[src/rtl/core/fpa_pkg.sv]
// ----------------------------------------------------------------------------
// fpa_pkg
// Types and codes shared by the fixed-point arithmetic unit.
// ----------------------------------------------------------------------------
package fpa_pkg;

    // opcodes
    localparam logic [3:0] OP_ADD  = 4'd0;
    localparam logic [3:0] OP_SUB  = 4'd1;
    localparam logic [3:0] OP_MUL  = 4'd2;
    localparam logic [3:0] OP_DIV  = 4'd3;
    localparam logic [3:0] OP_MAX  = 4'd4;
    localparam logic [3:0] OP_INC  = 4'd5;
    localparam logic [3:0] OP_DEC  = 4'd6;
    localparam logic [3:0] OP_I2F  = 4'd7;
    localparam logic [3:0] OP_F2I  = 4'd8;

    // status codes
    localparam logic [1:0] ST_OK   = 2'd0;
    localparam logic [1:0] ST_OVF  = 2'd1;
    localparam logic [1:0] ST_DIVZ = 2'd2;

    localparam logic signed [31:0] RAW_MAX = 32'sh7FFF_FFFF;
    localparam logic signed [31:0] RAW_MIN = 32'sh8000_0000;

    // request transfer
    typedef struct packed {
        logic [3:0]         op;
        logic signed [31:0] a_raw;
        logic signed [31:0] b_raw;
    } fpa_req_t;

    // result transfer
    typedef struct packed {
        logic signed [31:0] result_raw;
        logic               greater;
        logic               less;
        logic               equal;
        logic [1:0]         status;
    } fpa_rsp_t;

    // operation context that travels down the divider chain
    typedef struct packed {
        logic               valid;
        logic [3:0]         op;
        logic signed [31:0] a;
        logic signed [31:0] b;
        logic [31:0]        d;
        logic               neg;
    } fpa_side_t;

endpackage

[src/rtl/core/fpa_finish.sv]
// ----------------------------------------------------------------------------
// fpa_finish
// Two closing stages: product and rounded quotient, then result select,
// saturation, compare flags and status.
// ----------------------------------------------------------------------------
module fpa_finish #(
    parameter int FRACTION_BITS = 8
) (
    input  logic                          clk,
    input  logic                          rst_n,
    input  fpa_pkg::fpa_side_t            in_side,
    input  logic [32+FRACTION_BITS-1:0]   in_quo,
    input  logic [31:0]                   in_rem,
    output logic                          done,
    output fpa_pkg::fpa_rsp_t             rsp
);
    import fpa_pkg::*;

    localparam int NQ = 32 + FRACTION_BITS;

    fpa_side_t          side_reg;
    logic               valid_reg;
    logic [63:0]        prod_reg;
    logic [NQ:0]        qr_reg;
    logic [31:0]        mag_a, mag_b;
    logic               round_up;
    logic               done_reg;
    fpa_rsp_t           rsp_reg, rsp_next;

    logic signed [32:0] sum33, dif33, inc33, dec33;
    logic [63:0]        mul_round, mul_mag;
    logic [32:0]        mul_sat, div_sat, add_sat, sub_sat, inc_sat, dec_sat;
    logic signed [31:0] i2f_top;

    // saturate a magnitude with a sign to 32 bits, overflow flag on top
    function automatic logic [32:0] sat_mag(input logic [63:0] m, input logic neg);
        logic [32:0] r;
        if (neg)
        begin
            if (m > 64'h0000_0000_8000_0000)
                r = {1'b1, RAW_MIN};
            else
                r = {1'b0, 32'd0 - m[31:0]};
        end
        else
        begin
            if (m > 64'h0000_0000_7FFF_FFFF)
                r = {1'b1, RAW_MAX};
            else
                r = {1'b0, m[31:0]};
        end
        return r;
    endfunction

    // saturate a 33-bit signed sum
    function automatic logic [32:0] sat33(input logic signed [32:0] v);
        logic [32:0] r;
        if (v[32] != v[31])
            r = {1'b1, (v[32] ? RAW_MIN : RAW_MAX)};
        else
            r = {1'b0, v[31:0]};
        return r;
    endfunction

    // first stage operands
    always_comb
    begin
        mag_a    = in_side.a[31] ? 32'd0 - in_side.a : in_side.a;
        mag_b    = in_side.b[31] ? 32'd0 - in_side.b : in_side.b;
        round_up = ({in_rem, 1'b0} >= {1'b0, in_side.d});
    end

    always_ff @(posedge clk or negedge rst_n)
    begin
        if (!rst_n)
        begin
            valid_reg <= 1'b0;
            done_reg  <= 1'b0;
        end
        else
        begin
            valid_reg <= in_side.valid;
            done_reg  <= valid_reg;
        end
    end

    // product and rounded quotient
    always_ff @(posedge clk)
    begin
        side_reg.op  <= in_side.op;
        side_reg.a   <= in_side.a;
        side_reg.b   <= in_side.b;
        side_reg.d   <= in_side.d;
        side_reg.neg <= in_side.neg;
        prod_reg     <= mag_a * mag_b;
        qr_reg       <= {1'b0, in_quo} + {{NQ{1'b0}}, round_up};
    end

    // result select and saturation
    always_comb
    begin
        sum33     = {side_reg.a[31], side_reg.a} + {side_reg.b[31], side_reg.b};
        dif33     = {side_reg.a[31], side_reg.a} - {side_reg.b[31], side_reg.b};
        inc33     = {side_reg.a[31], side_reg.a} + 33'sd1;
        dec33     = {side_reg.a[31], side_reg.a} - 33'sd1;
        add_sat   = sat33(sum33);
        sub_sat   = sat33(dif33);
        inc_sat   = sat33(inc33);
        dec_sat   = sat33(dec33);
        mul_round = prod_reg + (64'd1 << (FRACTION_BITS - 1));
        mul_mag   = mul_round >> FRACTION_BITS;
        mul_sat   = sat_mag(mul_mag, side_reg.neg);
        div_sat   = sat_mag(64'(qr_reg), side_reg.neg);
        i2f_top   = side_reg.a >>> (31 - FRACTION_BITS);

        rsp_next.greater = (side_reg.a > side_reg.b);
        rsp_next.less    = (side_reg.a < side_reg.b);
        rsp_next.equal   = (side_reg.a == side_reg.b);
        rsp_next.result_raw = 32'sd0;
        rsp_next.status     = ST_OK;

        case (side_reg.op)
            OP_ADD:
            begin
                rsp_next.result_raw = add_sat[31:0];
                rsp_next.status     = add_sat[32] ? ST_OVF : ST_OK;
            end
            OP_SUB:
            begin
                rsp_next.result_raw = sub_sat[31:0];
                rsp_next.status     = sub_sat[32] ? ST_OVF : ST_OK;
            end
            OP_MUL:
            begin
                rsp_next.result_raw = mul_sat[31:0];
                rsp_next.status     = mul_sat[32] ? ST_OVF : ST_OK;
            end
            OP_DIV:
            begin
                if (side_reg.d == 32'd0)
                begin
                    rsp_next.status = ST_DIVZ;
                    if (side_reg.a > 32'sd0)
                        rsp_next.result_raw = RAW_MAX;
                    else if (side_reg.a < 32'sd0)
                        rsp_next.result_raw = RAW_MIN;
                    else
                        rsp_next.result_raw = 32'sd0;
                end
                else
                begin
                    rsp_next.result_raw = div_sat[31:0];
                    rsp_next.status     = div_sat[32] ? ST_OVF : ST_OK;
                end
            end
            OP_MAX:
            begin
                rsp_next.result_raw = (side_reg.a > side_reg.b) ? side_reg.a : side_reg.b;
            end
            OP_INC:
            begin
                rsp_next.result_raw = inc_sat[31:0];
                rsp_next.status     = inc_sat[32] ? ST_OVF : ST_OK;
            end
            OP_DEC:
            begin
                rsp_next.result_raw = dec_sat[31:0];
                rsp_next.status     = dec_sat[32] ? ST_OVF : ST_OK;
            end
            OP_I2F:
            begin
                if (i2f_top != 32'sd0 && i2f_top != -32'sd1)
                begin
                    rsp_next.result_raw = side_reg.a[31] ? RAW_MIN : RAW_MAX;
                    rsp_next.status     = ST_OVF;
                end
                else
                begin
                    rsp_next.result_raw = side_reg.a <<< FRACTION_BITS;
                end
            end
            OP_F2I:
            begin
                rsp_next.result_raw = side_reg.a >>> FRACTION_BITS;
            end
            default:
            begin
                rsp_next.result_raw = 32'sd0;
                rsp_next.status     = ST_OK;
            end
        endcase
    end

    // output register
    always_ff @(posedge clk)
    begin
        rsp_reg <= rsp_next;
    end

    assign done = done_reg;
    assign rsp  = rsp_reg;

endmodule

[config.mk]
export PLATFORM = sky130hd
export DESIGN_NAME = fpa_finish
export DESIGN_NICKNAME = d
export VERILOG_FILES = /design/src/rtl/core/fpa_pkg.sv /design/src/rtl/core/fpa_finish.sv
export SDC_FILE = /design/constraint.sdc
export NUM_CORES = 2
export LEC_CHECK = 0
export BUFFER_PORTS_ARGS = -buffer_cell sky130_fd_sc_hd__buf_2
export CAP_MARGIN = 20
export CORE_ASPECT_RATIO = 1.5
export CORE_UTILIZATION = 40
export CTS_CLUSTER_DIAMETER = 150
export DETAILED_ROUTE_END_ITERATION = 8
export GPL_TIMING_DRIVEN = 0
export MAX_ROUTING_LAYER = met4
export RECOVER_POWER = 100
export SYNTH_ARGS = -nofsm -noshare
export SYNTH_HDL_FRONTEND = slang
export SYNTH_SLANG_ARGS = --single-unit
export TNS_END_PERCENT = 30
[constraint.sdc]
create_clock -name clk -period 6.47 [get_ports clk]
set_input_delay 1.6175 -clock clk [delete_from_list [all_inputs] [get_ports clk]]
set_output_delay 1.6175 -clock clk [all_outputs]
set_load 0.03 [all_outputs]
==> metrics.txt <==
Post-Route Skew 31.0 ps; failing checks setup timing; clock transition at the registers of the reported paths 70 ps; CP Buf/Inv Count 6; Final ANT Viol Nets 0; first drt pass iteration count 9; Num CTS Buffers 23; clock latency at the later pin of the worst-skew pair 600 ps; status complete, but fails checks; CTS sink count 238; CP peak stage delay 670 ps; Via Count 46,600; area share of the largest cell type after synthesis 35.9%; Mapped Cells 6,043; largest cells by area after synthesis fa_1, dfxtp_1, ha_1; IO Port Bufs 213; CP max-delay cell fa_2; die height 435 microns; CTS H-tree lvls 1; Mapped Nets 7,482; Critical Path AT 11,950 ps; CTS root buf clkbuf_16; gpl congestion 1.09; Multi-input gate area 42,300 sq um; reg2reg start side_reg[85]$_DFF_P_; hold wc startpoint valid_reg$_DFF_PN0_; Hold WS 359 ps; Final setup viols 58; CTS max path bufs 3; most common cell type on the critical path fa_1; sequential area share after synthesis 9.54%; initial DRC count 3,775; RSZ-0062 raised after global routing yes; Post-Synthesis Cell Area 50,000 sq um; Synth area leader fa_1; Fillers 12,300; placed wire-length estimate 210 mm; gr ovfl total 0; total die area 127,000 sq um; Crit Path Class primary input to flip-flop; Vias/cell 5.77; Slew Viols, Final 0; DRC violations left 0; Netlist cell types 87; CTS tree yes; Final nets 7,881; Routed WL per cell 31.0 microns; Yosys reg bits 238; required time of the critical path 6950 ps; Ports 214; CORE AREA 124,000 sq um; CP startpoint kind primary input; global-route wire length before repair 350 mm; storage element area 4770 sq um; CP max FO 10; FP Rows 158; FMAX 0.0872 GHz; crit share post-route 177%; async set-reset flop share out of synthesis 0.840%; Final WS setup -5000 ps; Synth Flop Type dfxtp_1; Area Growth Syn to Fin 16.5%; Critical path origin in_side[71]; routed wire length 250 mm; non-filler cells in the finished layout 8,070; Max Cap Violations 0; min Tclk post-route 11,470 ps; number of synthesized flops with an enable pin 0; synthesis warning total 0; layout cells sized above 1 13.3%; Inst Count DP 7,910; die width 291 microns; Total GRT Usage 40.6%; critical path capture point type flip-flop; Fin. Hold Viols 0; Slew @ Worst Pin 1250 ps; largest net degree at the start of global routing 18; Hold Path Class flip-flop to flip-flop; number of flip-flops in the largest register 92; initial antenna violation count 18; vias in the first global route 48,900; Largest delay share family, worst path adder cells; Initial Utilization 40.4%; syn_area_per_cell 8.28 sq um; Worst slew margin 16.3%; hold-fix buffers at CTS 0
-- timing repair --
action	CTS	global route
gates resized for setup	515	94
buffers inserted	87	25
pin swaps	96	42
setup endpoints to repair	57	58
-- metal layers --
metal  vias to the layer above  track usage (%)  part of all wire, %
met3                      1143             6.25                  6.7
met2                      2434             67.4                   48
met1                     23300             38.9                   31
met5                         -                -                    0
li1                      19700                -                    -
met4                         0             43.3                   14
-- cells in the mapped netlist (all sizes together) (9+ instances only) --
master / number
or4: 18
nor4: 47
or2: 16
nor2b: 32
nand3: 87
o41ai: 9
mux2: 19
nor2: 761
nand4: 74
ha: 366
fa: 897
clkbuf: 261
a22oi: 21
o2111ai: 15
o31ai: 29
a221oi: 12
a21o: 53
o21bai: 19
a2111oi: 13
mux2i: 24
o21ai: 181
xor2: 149
or3: 40
nor3: 88
nand2b: 45
a211oi: 16
a21boi: 11
nand2: 663
inv: 1067
a211o: 9
buf: 25
a31oi: 29
and2: 34
dfxtp: 236
o21a: 27
a21oi: 233
and4: 21
and3: 42
xnor2: 253
o211ai: 15
-- kinds of logic after synthesis --
| kind of cell | synth area share, % |
|---|---|
| buffers and inverters | 10.2 |
| and+or+nand+nor | 17.9 |
| AOI/OAI and AO/OA | 9.31 |
| muxes | 0.908 |
| adders and majority gates | 45.0 |
| xor gates and xnor gates | 7.06 |
| DFF | 9.54 |
-- path summary, 6_finish.rpt --
kind | slack, ps | depth (start not counted) | endpoint
setup / recovery | -5000 | 32 | prod_reg[60]$_DFF_P_
hold / removal | 360 | 0 | done$_DFF_PN0_
setup reg to reg | -90 | 13 | rsp[13]$_DFF_P_
hold reg to reg | 360 | 0 | done$_DFF_PN0_
max in group asynchronous | 5530 | 1 | done$_DFF_PN0_
min in group asynchronous | 820 | 1 | valid_reg$_DFF_PN0_
-- metrics by stage --
step                      setup slack, ps  TNS, ps  cell area, sq um  utilization (%)
after floorplan                     -4270  -190790             50300                -
after global placement              -8710  -397240             53400             43.1
after detailed placement            -8220  -369360             54100             43.7
after CTS                           -4750  -210810             57800             46.7
after global routing                -5090  -226410             58300             47.1
final                               -5000  -218190             58300             47.1
-- area by class of cell --
cell class                      instances  share of cell area, %
Sequential cell                       238                   8.19
Multi-Input combinational cell       4451                   72.5
Timing Repair Buffer                  379                   4.48
Tap cell                             1600                   3.43
Inverter                             1068                   6.89
Clock buffer                           24                   1.01
Antenna cell                           11                 0.0472
Buffer                                281                   3.15
Clock inverter                         18                  0.307
-- layout by cell type (no fill, tap or decap), types with 46 or more instances in the layout --
master,n
a21o_1,53
a21oi_1,213
buf_2,179
buf_4,114
clkbuf_1,185
clkbuf_2,46
dfxtp_1,236
fa_1,855
ha_1,347
inv_1,1047
nand2_1,654
nand3_1,83
nand4_1,74
nor2_1,736
nor3_1,83
o21ai_0,153
xnor2_1,210
xor2_1,104
-- worst reg2reg max path, stage by stage (launching register included) --
cell	delay, ps
dfxtp_1	460
clkbuf_1	380
nor4_1	600
nand2_1	190
nor4_1	870
nand2_1	140
o21ai_0	310
buf_2	360
buf_2	410
a21oi_1	80
a2111oi_0	930
o311ai_0	480
a21oi_1	710
o2111ai_1	380
Power is left out: the tool's default activity adds up to more than one toggle a clock period on the data nets, which glitch-free logic cannot reach.
