===== src/rtl/core/fpa_pkg.sv =====
// ----------------------------------------------------------------------------
// fpa_pkg
// Types and codes shared by the fixed-point arithmetic unit.
// ----------------------------------------------------------------------------
package fpa_pkg;

    // opcodes
    localparam logic [3:0] OP_ADD  = 4'd0;
    localparam logic [3:0] OP_SUB  = 4'd1;
    localparam logic [3:0] OP_MUL  = 4'd2;
    localparam logic [3:0] OP_DIV  = 4'd3;
    localparam logic [3:0] OP_MAX  = 4'd4;
    localparam logic [3:0] OP_INC  = 4'd5;
    localparam logic [3:0] OP_DEC  = 4'd6;
    localparam logic [3:0] OP_I2F  = 4'd7;
    localparam logic [3:0] OP_F2I  = 4'd8;

    // status codes
    localparam logic [1:0] ST_OK   = 2'd0;
    localparam logic [1:0] ST_OVF  = 2'd1;
    localparam logic [1:0] ST_DIVZ = 2'd2;

    localparam logic signed [31:0] RAW_MAX = 32'sh7FFF_FFFF;
    localparam logic signed [31:0] RAW_MIN = 32'sh8000_0000;

    // request transfer
    typedef struct packed {
        logic [3:0]         op;
        logic signed [31:0] a_raw;
        logic signed [31:0] b_raw;
    } fpa_req_t;

    // result transfer
    typedef struct packed {
        logic signed [31:0] result_raw;
        logic               greater;
        logic               less;
        logic               equal;
        logic [1:0]         status;
    } fpa_rsp_t;

    // operation context that travels down the divider chain
    typedef struct packed {
        logic               valid;
        logic [3:0]         op;
        logic signed [31:0] a;
        logic signed [31:0] b;
        logic [31:0]        d;
        logic               neg;
    } fpa_side_t;

endpackage


===== src/rtl/core/fpa_div_cell.sv =====
// ----------------------------------------------------------------------------
// fpa_div_cell
// One restoring-division step: shifts one dividend bit into the partial
// remainder, produces one quotient bit and hands everything to the next cell.
// ----------------------------------------------------------------------------
module fpa_div_cell #(
    parameter int NQ = 40
) (
    input  logic                clk,
    input  logic                rst_n,
    input  fpa_pkg::fpa_side_t  in_side,
    input  logic [NQ-1:0]       in_nq,
    input  logic [31:0]         in_rem,
    output fpa_pkg::fpa_side_t  out_side,
    output logic [NQ-1:0]       out_nq,
    output logic [31:0]         out_rem
);
    import fpa_pkg::*;

    fpa_side_t      side_reg;
    logic           valid_reg;
    logic [NQ-1:0]  nq_reg, nq_next;
    logic [31:0]    rem_reg, rem_next;
    logic [32:0]    rem_sh;
    logic [32:0]    rem_sub;
    logic           fits;

    // trial subtract
    always_comb
    begin
        rem_sh   = {in_rem, in_nq[NQ-1]};
        rem_sub  = rem_sh - {1'b0, in_side.d};
        fits     = (rem_sh >= {1'b0, in_side.d});
        rem_next = fits ? rem_sub[31:0] : rem_sh[31:0];
        nq_next  = {in_nq[NQ-2:0], fits};
    end

    // valid bit
    always_ff @(posedge clk or negedge rst_n)
    begin
        if (!rst_n)
        begin
            valid_reg <= 1'b0;
        end
        else
        begin
            valid_reg <= in_side.valid;
        end
    end

    // payload
    always_ff @(posedge clk)
    begin
        side_reg.op  <= in_side.op;
        side_reg.a   <= in_side.a;
        side_reg.b   <= in_side.b;
        side_reg.d   <= in_side.d;
        side_reg.neg <= in_side.neg;
        nq_reg       <= nq_next;
        rem_reg      <= rem_next;
    end

    assign out_side = '{valid: valid_reg, op: side_reg.op, a: side_reg.a, b: side_reg.b,
                        d: side_reg.d, neg: side_reg.neg};
    assign out_nq   = nq_reg;
    assign out_rem  = rem_reg;

endmodule


===== config.mk =====
export PLATFORM = sky130hd
export DESIGN_NAME = fpa_div_cell
export DESIGN_NICKNAME = d
export VERILOG_FILES = /design/src/rtl/core/fpa_pkg.sv /design/src/rtl/core/fpa_div_cell.sv
export SDC_FILE = /design/constraint.sdc
export NUM_CORES = 1
export LEC_CHECK = 0
export CORE_AREA = 2 2 137 139
export DETAILED_ROUTE_END_ITERATION = 8
export DIE_AREA = 0 0 139 141
export DONT_BUFFER_PORTS = 1
export PLACE_DENSITY = 0.56
export SLEW_MARGIN = 10
export SYNTH_ARGS = -nofsm -noshare
export SYNTH_HDL_FRONTEND = slang
export SYNTH_SLANG_ARGS = --single-unit
export TNS_END_PERCENT = 5

===== constraint.sdc =====
create_clock -name clk -period 1.29 [get_ports clk]
set_clock_uncertainty 0.15 [all_clocks]
set_input_delay 0.129 -clock clk [delete_from_list [all_inputs] [get_ports clk]]
set_output_delay 0.129 -clock clk [all_outputs]
set_load 0.02 [all_outputs]

==> summary.md, run 1 <==
| Metric | Value |
|---|---|
| Outcome | `complete, but fails checks` |
| Failing checks | `negative hold slack, negative setup slack` |
| Final HPWL from detailed placement | `15.8 mm` |
| Effective utilization at floorplan | `a little under a third` |
| Number of flops mapped to enable cells by yosys | `0` |
| Clock root cell | `sky130_fd_sc_hd__clkbuf_16` |
| Endpoints failing hold | `4` |
| Count of final setup violators | `33` |
| Relative slew slack | `70.9%` |
| Share of Yosys cell area claimed by the top area cell type | `roughly 59%` |
| Via-per-instance ratio | `between 4 and 5` |
| GP Congestion | `0.895` |
| Proportion of layout cells with a drive suffix above 1 | `24.1%` |
| Cell types occupying the most area after synthesis | `sky130_fd_sc_hd__dfxtp_1 (59%), sky130_fd_sc_hd__ha_1 (6.9%), sky130_fd_sc_hd__a21oi_1 (4.6%)` |
| Worst Setup End Kind | `flop` |
| Clock tree from TritonCTS | `done` |
| Maximum number of pins on one net before global-route repair | `23` |
| Setup TNS | `-24.24 ns` |
| Routed WL per cell | `20.7 um` |
| Placement Rows | `50` |
| Share of the clock period used by the worst path | `164%` |
| Global-route usage over all layers | `21.7%` |
| Worst-path clk slew | `about 0.08 ns` |
| Worst setup SP type | `input port` |
| Data required, critical path | `1.45 ns` |
| Post-route worst setup slack | `-0.823 ns` |
| Slowest cell on crit path | `sky130_fd_sc_hd__or3b_1` |
| Area of the core region | `0.0183 mm2` |
| Number of global-route vias before repair | `approximately 5200` |
| Destination of the worst hold path | `out_side[2]` |
| Flip-flop cell with the highest count after synthesis | `sky130_fd_sc_hd__dfxtp_1` |
| X dimension of the die | `between 100 and 150 um` |
| DRC viols | `0` |
| Worst setup timing slack at the placement stage | `-1.53 ns` |
| Mapped Area | `~0.0058 mm2` |
| Hold Crit Class | `input port to flop` |
| Area of all placed cells without fillers | `0.00934 mm2` |
| CTS sink count | `174` |
| Crit path time final | `2.11 ns` |
| Mapped Cells | `534` |
| Unrepaired setup endpoints after global routing | `true` |
| Worst Path Class, Setup | `input port to flop` |
| Filler cells | `around 1600` |
| Total overflow reported by the global router | `0` |
| Buffers on Ports | `0` |
| WP data arrival | `around 2.3 ns` |
| Most numerous cell in the Yosys netlist | `sky130_fd_sc_hd__dfxtp_1` |
| Antenna violations before repair | `0` |
| Leakage power total | `4.10 nW` |
| Number of nets in the layout | `1019` |
| Total routed wirelength | `21.9 mm` |
| Worst ir drop on vdd | `1100 uV` |
| First-pass detailed-route iteration total | `4` |
| Flip-flop count of the largest register after layout | `101` |
| Total via count after detailed routing | `4894` |
| H-tree levels | `4` |
| Die Ht | `between 100 and 150 um` |
| Asr flop ratio synth | `less than 1%` |
| WHS Path Cells | `0` |
| Number of top-level design ports | `350` |
| Flip-flop and latch count after synthesis | `174` |
| Achievable Freq | `473 MHz` |
| Final number of max-transition violations | `0` |
| Hold path startpoint | `in_side[2]` |
| Largest fanout on the critical path | `22` |
| CP cell instances | `ha_4 > a21o_1 > o21a_1 > a311oi_2 > o21ai_2 > or3b_1 > o21a_2 > buf_12 > mux2_4` |
| Most numerous cell types in the synthesized netlist | `sky130_fd_sc_hd__dfxtp_1 (173), sky130_fd_sc_hd__a21oi_1 (54), sky130_fd_sc_hd__inv_1 (46)` |
| Number of design-rule violations left by the first detailed-router iteration | `133` |
| Total power per unit cell area | `around 1500 mW/mm2` |
| Antenna-violating nets left | `0` |
| Largest stage delay on the critical path | `0.39 ns` |
| Number of CTS-inserted buffers | `17` |
| Post-synth net total | `743` |
| Yosys synthesis warning count | `0` |
| Total die area | `0.0196 mm2` |
| Diodes inserted | `0` |
| Pin slew with the least headroom to its limit | `0.433 ns` |
| Global-route wire length before repair | `roughly 32 mm` |
| Sequential element share of the synthesized area | `59.9%` |
| Placement-stage cell area | `0.00688 mm2` |
| Max clock buf depth | `2` |
| Sequential cell area | `0.00349 mm2` |
| Hold WS | `-0.421 ns` |
| Max-Cap Viols | `0` |
| Area of the multi-input gates | `0.00227 mm2` |
| Post-synthesis area per instance | `10.9 um2` |
| Syn-to-layout area delta | `60.4%` |
| Library cell occupying the most area in the post-synthesis netlist | `sky130_fd_sc_hd__dfxtp_1` |
| Power Total | `14.2 mW` |
| Library cells used by synthesis | `50` |
[worst max-delay path: cells and delay by family]
kind | cells | cell delay [ns]
fa+ha+maj | 1 | 0.25
mux | 1 | 0.30
simple gates | 1 | 0.39
buf+inv | 1 | 0.17
compound gates | 5 | 1.01
[metrics by stage]
stage	utilization, %	std cells
2_1_floorplan	-	534
3_3_place_gp	37.6	854
3_5_place_dp	37.6	854
4_1_cts	50.6	1052
5_1_grt	51.1	1057
6_report	51.1	1057
[power breakdown]
part	switching (mW)	internal [mW]	total, mW
Clock	2.53	2.61	5.14
Sequential	0.864	5.85	6.71
Combinational	1.02	1.33	2.34
Total	4.41	9.79	14.2
[repair_timing]
action,in CTS,in global routing
hold endpoints to repair,174,9
gates cloned,0,0
setup endpoints to repair,33,34
resized for setup,29,20
pin swaps,7,2
hold buffers,166,5
buffers inserted,0,0
[layout by cell type (no fill, tap or decap), types with 4 or more instances in the layout]
| cell | instances |
|---|---|
| sky130_fd_sc_hd__o21a_1 | 5 |
| sky130_fd_sc_hd__nor2_1 | 26 |
| sky130_fd_sc_hd__ha_1 | 26 |
| sky130_fd_sc_hd__mux2_4 | 8 |
| sky130_fd_sc_hd__a21o_1 | 8 |
| sky130_fd_sc_hd__nand4_1 | 8 |
| sky130_fd_sc_hd__buf_4 | 99 |
| sky130_fd_sc_hd__o31ai_1 | 5 |
| sky130_fd_sc_hd__inv_6 | 6 |
| sky130_fd_sc_hd__nand2_1 | 23 |
| sky130_fd_sc_hd__inv_1 | 42 |
| sky130_fd_sc_hd__xor2_1 | 10 |
| sky130_fd_sc_hd__o21ai_1 | 7 |
| sky130_fd_sc_hd__nand3_1 | 8 |
| sky130_fd_sc_hd__a21oi_2 | 11 |
| sky130_fd_sc_hd__dfxtp_1 | 172 |
| sky130_fd_sc_hd__dlygate4sd3_1 | 171 |
| sky130_fd_sc_hd__ha_4 | 4 |
| sky130_fd_sc_hd__o21bai_1 | 5 |
| sky130_fd_sc_hd__o21ai_0 | 12 |
| sky130_fd_sc_hd__inv_8 | 4 |
| sky130_fd_sc_hd__nand2b_1 | 7 |
| sky130_fd_sc_hd__a21oi_1 | 44 |
| sky130_fd_sc_hd__clkbuf_16 | 17 |
| sky130_fd_sc_hd__nor2_2 | 11 |
| sky130_fd_sc_hd__xnor2_1 | 16 |
[logic make-up (layout without fill, tap and decap cells)]
logic type | count (synthesis) | count (layout) | share of synthesized area, %
flops | 174 | 174 | 59.9
compound gates | 120 | 120 | 12.6
simple gates | 107 | 107 | 8.98
buf+inv | 64 | 353 | 5.01
fa+ha+maj | 33 | 33 | 7.22
xor+xnor | 26 | 26 | 3.91
mux | 10 | 10 | 2.41
[cell type report]
type / count / area share, %
flip-flops and latches: 174 / 37.4
repair buffers: 275 / 27.1
multi-input cells: 296 / 24.3
clock buffers: 17 / 4.55
well taps: 234 / 3.13
inverters: 46 / 1.90
clock inverters: 15 / 1.70
[layer usage]
metal	wire [um]	global-route usage [%]	up-vias	share of wire (%)
li1	-	-	2352	-
met3	1310	6.01	23	6.0
met5	0	0	-	0
met2	10600	36.1	201	48
met4	559	7.18	0	2.6
met1	9490	27.3	2318	43
[how the worst max path moves through the flow]
stage | from | end | slack, ns | depth (start not counted)
global placement | in_side[3] | out_rem[30] | -1.46 | 11
global route | in_rem[22] | out_rem[14] | -0.89 | 9
CTS | in_rem[22] | out_rem[20] | -0.78 | 9
detailed placement | in_side[3] | out_rem[30] | -1.53 | 11
floorplan | in_rem[22] | out_rem[14] | -1.12 | 10
finish | in_rem[22] | out_rem[20] | -0.82 | 9
No activity file was read; power rests on OpenSTA's default activity.
==> run 2: changes to the inputs <==
--- a/config.mk
+++ b/config.mk
@@ -5,11 +5,11 @@
 export SDC_FILE = /design/constraint.sdc
 export NUM_CORES = 1
 export LEC_CHECK = 0
-export CORE_AREA = 2 2 137 139
+export CORE_AREA = 2 2 136 138
 export DETAILED_ROUTE_END_ITERATION = 8
-export DIE_AREA = 0 0 139 141
+export DIE_AREA = 0 0 138 140
 export DONT_BUFFER_PORTS = 1
-export PLACE_DENSITY = 0.56
+export PLACE_DENSITY = 0.58
 export SLEW_MARGIN = 10
 export SYNTH_ARGS = -nofsm -noshare
 export SYNTH_HDL_FRONTEND = slang
==> constraint.sdc (replaced) <==
create_clock -name clk -period 1.8 [get_ports clk]
set_clock_uncertainty 0.15 [all_clocks]
set_input_delay 0.18 -clock clk [delete_from_list [all_inputs] [get_ports clk]]
set_output_delay 0.18 -clock clk [all_outputs]
set_load 0.02 [all_outputs]
==> summary.md, run 2 (same netlist as run 1, synthesis figures left out) <==
| Metric | Value |
|---|---|
| Number of CTS-inserted buffers | `17` |
| Worst setup SP type | `input port` |
| Worst-path clk slew | `0.07 ns` |
| Post-route worst setup slack | `-0.319 ns` |
| Outcome | `complete, but fails checks` |
| Global-route usage over all layers | `between 20% and 30%` |
| Total power per unit cell area | `1080 mW/mm2` |
| Total die area | `0.0193 mm2` |
| Worst setup timing slack at the placement stage | `-1.02 ns` |
| Max-Cap Viols | `0` |
| Area of all placed cells without fillers | `0.00957 mm2` |
| Hold path startpoint | `in_side[1]` |
| First-pass detailed-route iteration total | `5` |
| Hold WS | `-0.387 ns` |
| Commonest non-fill, non-tap cells in the layout | `sky130_fd_sc_hd__dlygate4sd3_1 (174), sky130_fd_sc_hd__dfxtp_1 (173), sky130_fd_sc_hd__buf_4 (104)` |
| H-tree levels | `4` |
| Worst ir drop on vdd | `753 uV` |
| Buffers on Ports | `0` |
| Syn-to-layout area delta | `64.3%` |
| GP Congestion | `0.917` |
| Leakage power total | `4.17 nW` |
| Number of nets in the layout | `1027` |
| Worst Setup End Kind | `flop` |
| Via-per-instance ratio | `4.79` |
| Setup TNS | `-6.98 ns` |
| Clock tree from TritonCTS | `done` |
| Number of top-level design ports | `350` |
| Total overflow reported by the global router | `0` |
| CTS sink count | `174` |
| Maximum number of pins on one net before global-route repair | `23` |
| Placement Rows | `49` |
| Most common library cell in the layout ignoring fill and taps | `sky130_fd_sc_hd__dlygate4sd3_1` |
| Number of design-rule violations left by the first detailed-router iteration | `200` |
| Clock root cell | `sky130_fd_sc_hd__clkbuf_16` |
| Area of the core region | `0.0178 mm2` |
| Achievable Freq | `472 MHz` |
| Antenna-violating nets left | `0` |
| Final HPWL from detailed placement | `roughly 16 mm` |
| Filler cells | `1521` |
| Die Ht | `140 um` |
| CP startpoint | `in_nq[39]` |
| Flip-flop count of the largest register after layout | `101` |
| Proportion of layout cells with a drive suffix above 1 | `25.9%` |
| Unrepaired setup endpoints after global routing | `true` |
| Global-route wire length before repair | `33.7 mm` |
| Relative slew slack | `65.1%` |
| X dimension of the die | `138 um` |
| Antenna violations before repair | `0` |
| Crit path time final | `2.12 ns` |
| Endpoints failing hold | `2` |
| Hold Crit Class | `input port to flop` |
| Count of final setup violators | `33` |
| Worst Path Class, Setup | `input port to flop` |
| Placement-stage cell area | `between 0.006 and 0.007 mm2` |
| Data required, critical path | `about 2.0 ns` |
| Number of global-route vias before repair | `5469` |
| WP data arrival | `2.29 ns` |
| Max clock buf depth | `2` |
| Effective utilization at floorplan | `32.8%` |
| Share of the clock period used by the worst path | `118%` |
| Pin slew with the least headroom to its limit | `0.520 ns` |
| Power Total | `10.4 mW` |
| Total routed wirelength | `23.1 mm` |
| DRC viols | `0` |
| Diodes inserted | `0` |
| Final number of max-transition violations | `0` |
| Largest fanout on the critical path | `5` |
| Failing checks | `negative hold slack, negative setup slack` |
| Routed WL per cell | `21.8 um` |
| Total via count after detailed routing | `5078` |
==> run 2: changes by cell type in the layout (fill, tap and decap cells not counted), sizes merged <==
cell,change
buf,+4
dlygate4sd3,+3
inv,-3
bufbuf,+1
bufinv,+1
clkbuf,+1
clkinv,+1
==> run 2: final timing paths <==
| path | end | slack, ns | cells after the start |
|---|---|---|---|
| setup / recovery | out_rem[24] | -0.32 | 11 |
| hold / removal | out_side[1] | -0.39 | 0 |
| max in group asynchronous | valid_reg | 1.04 | 2 |
| min in group asynchronous | valid_reg | 0.35 | 2 |
==> run 2: per-stage QoR <==
stage | std cells | util [%]
after floorplan | 534 | -
after global placement | 849 | 38.6
after detailed placement | 849 | 38.6
after CTS | 1054 | 52.5
after global routing | 1060 | 53.8
final | 1060 | 53.8
==> run 2: final cells by class <==
cell class	count	area (um2)	area share (%)
repair buffers	283	2620	27.4
flip-flops and latches	174	3490	36.5
clock inverters	14	170	1.78
well taps	229	287	2.99
inverters	46	188	1.96
multi-input cells	296	2390	25.0
clock buffers	18	429	4.48
==> run 2: repair_timing <==
action                                 4_1_cts  5_1_grt
buffers inserted                             1        3
endpoints found under the hold margin      174        4
gates resized for setup                     33       39
pin swaps                                    6       12
setup endpoints to repair                   33       33
hold buffers                               171        3
gates cloned                                 1        0
==> run 2: metal layers <==
metal	track usage (%)	vias up	routed length, um
met3	6.46	51	1490
met4	9.45	0	869
met1	28.6	2400	9730
li1	-	2377	-
met5	0	-	0
met2	38.1	250	11000
==> run 2: worst max-delay path, stage by stage <==
cell and delay (ns):
sky130_fd_sc_hd__inv_8 0.02, sky130_fd_sc_hd__ha_4 0.15, sky130_fd_sc_hd__fa_2 0.40, sky130_fd_sc_hd__nor2b_2 0.16, sky130_fd_sc_hd__o2111ai_2 0.21, sky130_fd_sc_hd__a21oi_2 0.28
sky130_fd_sc_hd__o31ai_4 0.10, sky130_fd_sc_hd__a21oi_4 0.24, sky130_fd_sc_hd__a21oi_2 0.08, sky130_fd_sc_hd__nand4b_1 0.19, sky130_fd_sc_hd__mux2_4 0.27
==> run 2: where the power goes <==
group	internal [mW]	switching (mW)	leakage [nW]
Sequential	4.19	0.618	1.47
Combinational	1.01	0.781	2.40
Clock	1.99	1.77	0.290
Total	7.19	3.17	4.17
==> run 3: changes to the inputs <==
--- a/config.mk
+++ b/config.mk
@@ -9,7 +9,7 @@
 export DETAILED_ROUTE_END_ITERATION = 8
 export DIE_AREA = 0 0 138 140
 export DONT_BUFFER_PORTS = 1
-export PLACE_DENSITY = 0.58
+export PLACE_DENSITY = 0.53
 export SLEW_MARGIN = 10
 export SYNTH_ARGS = -nofsm -noshare
 export SYNTH_HDL_FRONTEND = slang
==> summary.md, run 3 (same netlist as run 1, synthesis figures left out) <==
| Metric | Value |
|---|---|
| Worst ir drop on vdd | `692 uV` |
| Max clock buf depth | `2` |
| GP Congestion | `0.909` |
| Share of the clock period used by the worst path | `118%` |
| Hold Crit Class | `input port to flop` |
| Max-Cap Viols | `0` |
| DRC viols | `0` |
| Post-placement cell count | `850` |
| Unrepaired setup endpoints after global routing | `true` |
| Area of all placed cells without fillers | `0.00946 mm2` |
| Leakage power total | `4.15 nW` |
| Effective utilization at floorplan | `32.8%` |
| Endpoints failing hold | `2` |
| Worst setup timing slack at the placement stage | `-0.976 ns` |
| Hold path startpoint | `in_side[2]` |
| Antenna violations before repair | `2` |
| Post-route worst setup slack | `-0.323 ns` |
| Clock tree from TritonCTS | `done` |
| Maximum number of pins on one net before global-route repair | `25` |
| Hold WS | `-0.372 ns` |
| WP data arrival | `2.29 ns` |
| Relative slew slack | `between 70% and 80%` |
| Number of CTS-inserted buffers | `17` |
| Routed WL per cell | `20.6 um` |
| First-pass detailed-route iteration total | `4` |
| Achievable Freq | `471 MHz` |
| Global-route usage over all layers | `21.6%` |
| CTS sink count | `174` |
| Clock root cell | `sky130_fd_sc_hd__clkbuf_16` |
| Number of nets in the layout | `1026` |
| Failing checks | `negative hold slack, negative setup slack` |
| Number of top-level design ports | `350` |
| Worst Setup End Kind | `flop` |
| Power Total | `roughly 10 mW` |
| Worst Path Class, Setup | `input port to flop` |
| Final number of max-transition violations | `0` |
| Largest fanout on the critical path | `6` |
| Outcome | `complete, but fails checks` |
| Antenna-violating nets left | `0` |
| Total overflow reported by the global router | `0` |
| Placement-stage cell area | `0.00686 mm2` |
| Proportion of layout cells with a drive suffix above 1 | `roughly a quarter` |
| Total routed wirelength | `approximately 22 mm` |
| Hold buffers post-CTS | `174` |
| Count of final setup violators | `33` |
| CP cell instances | `inv_1 > ha_2 > and2_1 > nand3_1 > nor3_1 > buf_4 > a31oi_1 > or3b_4 > o21a_4 > clkbuf_16 > mux2_4` |
| Area of the core region | `0.0178 mm2` |
| Syn-to-layout area delta | `62.4%` |
| Via-per-instance ratio | `4.73` |
| Placement Rows | `49` |
| Util after Layout | `53.2%` |
| X dimension of the die | `around 140 um` |
| Worst-path clk slew | `~0.080 ns` |
| Total via count after detailed routing | `5010` |
| Crit path time final | `2.12 ns` |
| Area of the multi-input gates | `0.00231 mm2` |
| Commonest non-fill, non-tap cells in the layout | `sky130_fd_sc_hd__dlygate4sd3_1 (174), sky130_fd_sc_hd__dfxtp_1 (173), sky130_fd_sc_hd__buf_4 (100)` |
| Number of non-filler instances in the completed layout | `1060` |
| CP startpoint | `in_side[11]` |
| Total power per unit cell area | `1070 mW/mm2` |
| Buffers on Ports | `0` |
| Worst setup SP type | `input port` |
| Global-route wire length before repair | `31.7 mm` |
| Filler cells | `between 1500 and 2000` |
| Number of global-route vias before repair | `approximately 5500` |
| Setup TNS | `-8.10 ns` |
| H-tree levels | `4` |
| Slowest cell on crit path | `sky130_fd_sc_hd__or3b_4` |
| Data required, critical path | `1.97 ns` |
| Pin slew with the least headroom to its limit | `between 0.4 and 0.5 ns` |
| Die Ht | `140 um` |
| Final HPWL from detailed placement | `15.1 mm` |
| Number of design-rule violations left by the first detailed-router iteration | `153` |
| Largest stage delay on the critical path | `0.40 ns` |
| Sequential cell area | `0.00349 mm2` |
| Total die area | `0.0193 mm2` |
| Most common library cell in the layout ignoring fill and taps | `sky130_fd_sc_hd__dlygate4sd3_1` |
| Flip-flop count of the largest register after layout | `101` |
[run 3: critical path: cells and delay by family]
family	cells	cell delay [ns]
mux	1	0.30
buf+inv	3	0.36
simple gates	4	0.73
fa+ha+maj	1	0.31
compound gates	2	0.40
[run 3: what timing repair did]
item / 4_1_cts / 5_1_grt
endpoints found under the hold margin: 174 / 2
setup buffers: 1 / 0
cloned: 0 / 2
endpoints found under the setup margin: 33 / 33
pin swaps: 5 / 10
resized for setup: 21 / 40
[run 3: layer usage]
layer	track usage, %	routed length [um]	up-vias	share of wire, %
li1	-	-	2383	-
met1	23.9	8460	2365	39
met2	37.3	10900	218	50
met3	7.15	1550	42	7.1
met4	10.4	869	2	4.0
met5	0	13	-	0.060
[run 3: power by group]
part           switching [mW]  internal (mW)  leakage [nW]
logic                   0.751          0.991          2.40
registers               0.612           4.19          1.47
clock network            1.76           1.85         0.280
total                    3.13           7.04          4.15
[run 3: cell type report]
class	instances	share of cell area [%]
Multi-Input combinational cell	296	24.4
Inverter	46	1.88
Sequential cell	174	36.9
Timing Repair Buffer	282	27.7
Antenna cell	1	0.0265
Clock buffer	18	4.54
Clock inverter	14	1.57
Tap cell	229	3.03
[run 3: path summary, 6_finish.rpt]
check	to	slack (ns)	depth (start not counted)
min	out_side[2]	-0.37	0
min in group asynchronous	valid_reg	0.37	2
max in group asynchronous	valid_reg	1.02	2
max	out_rem[23]	-0.32	11
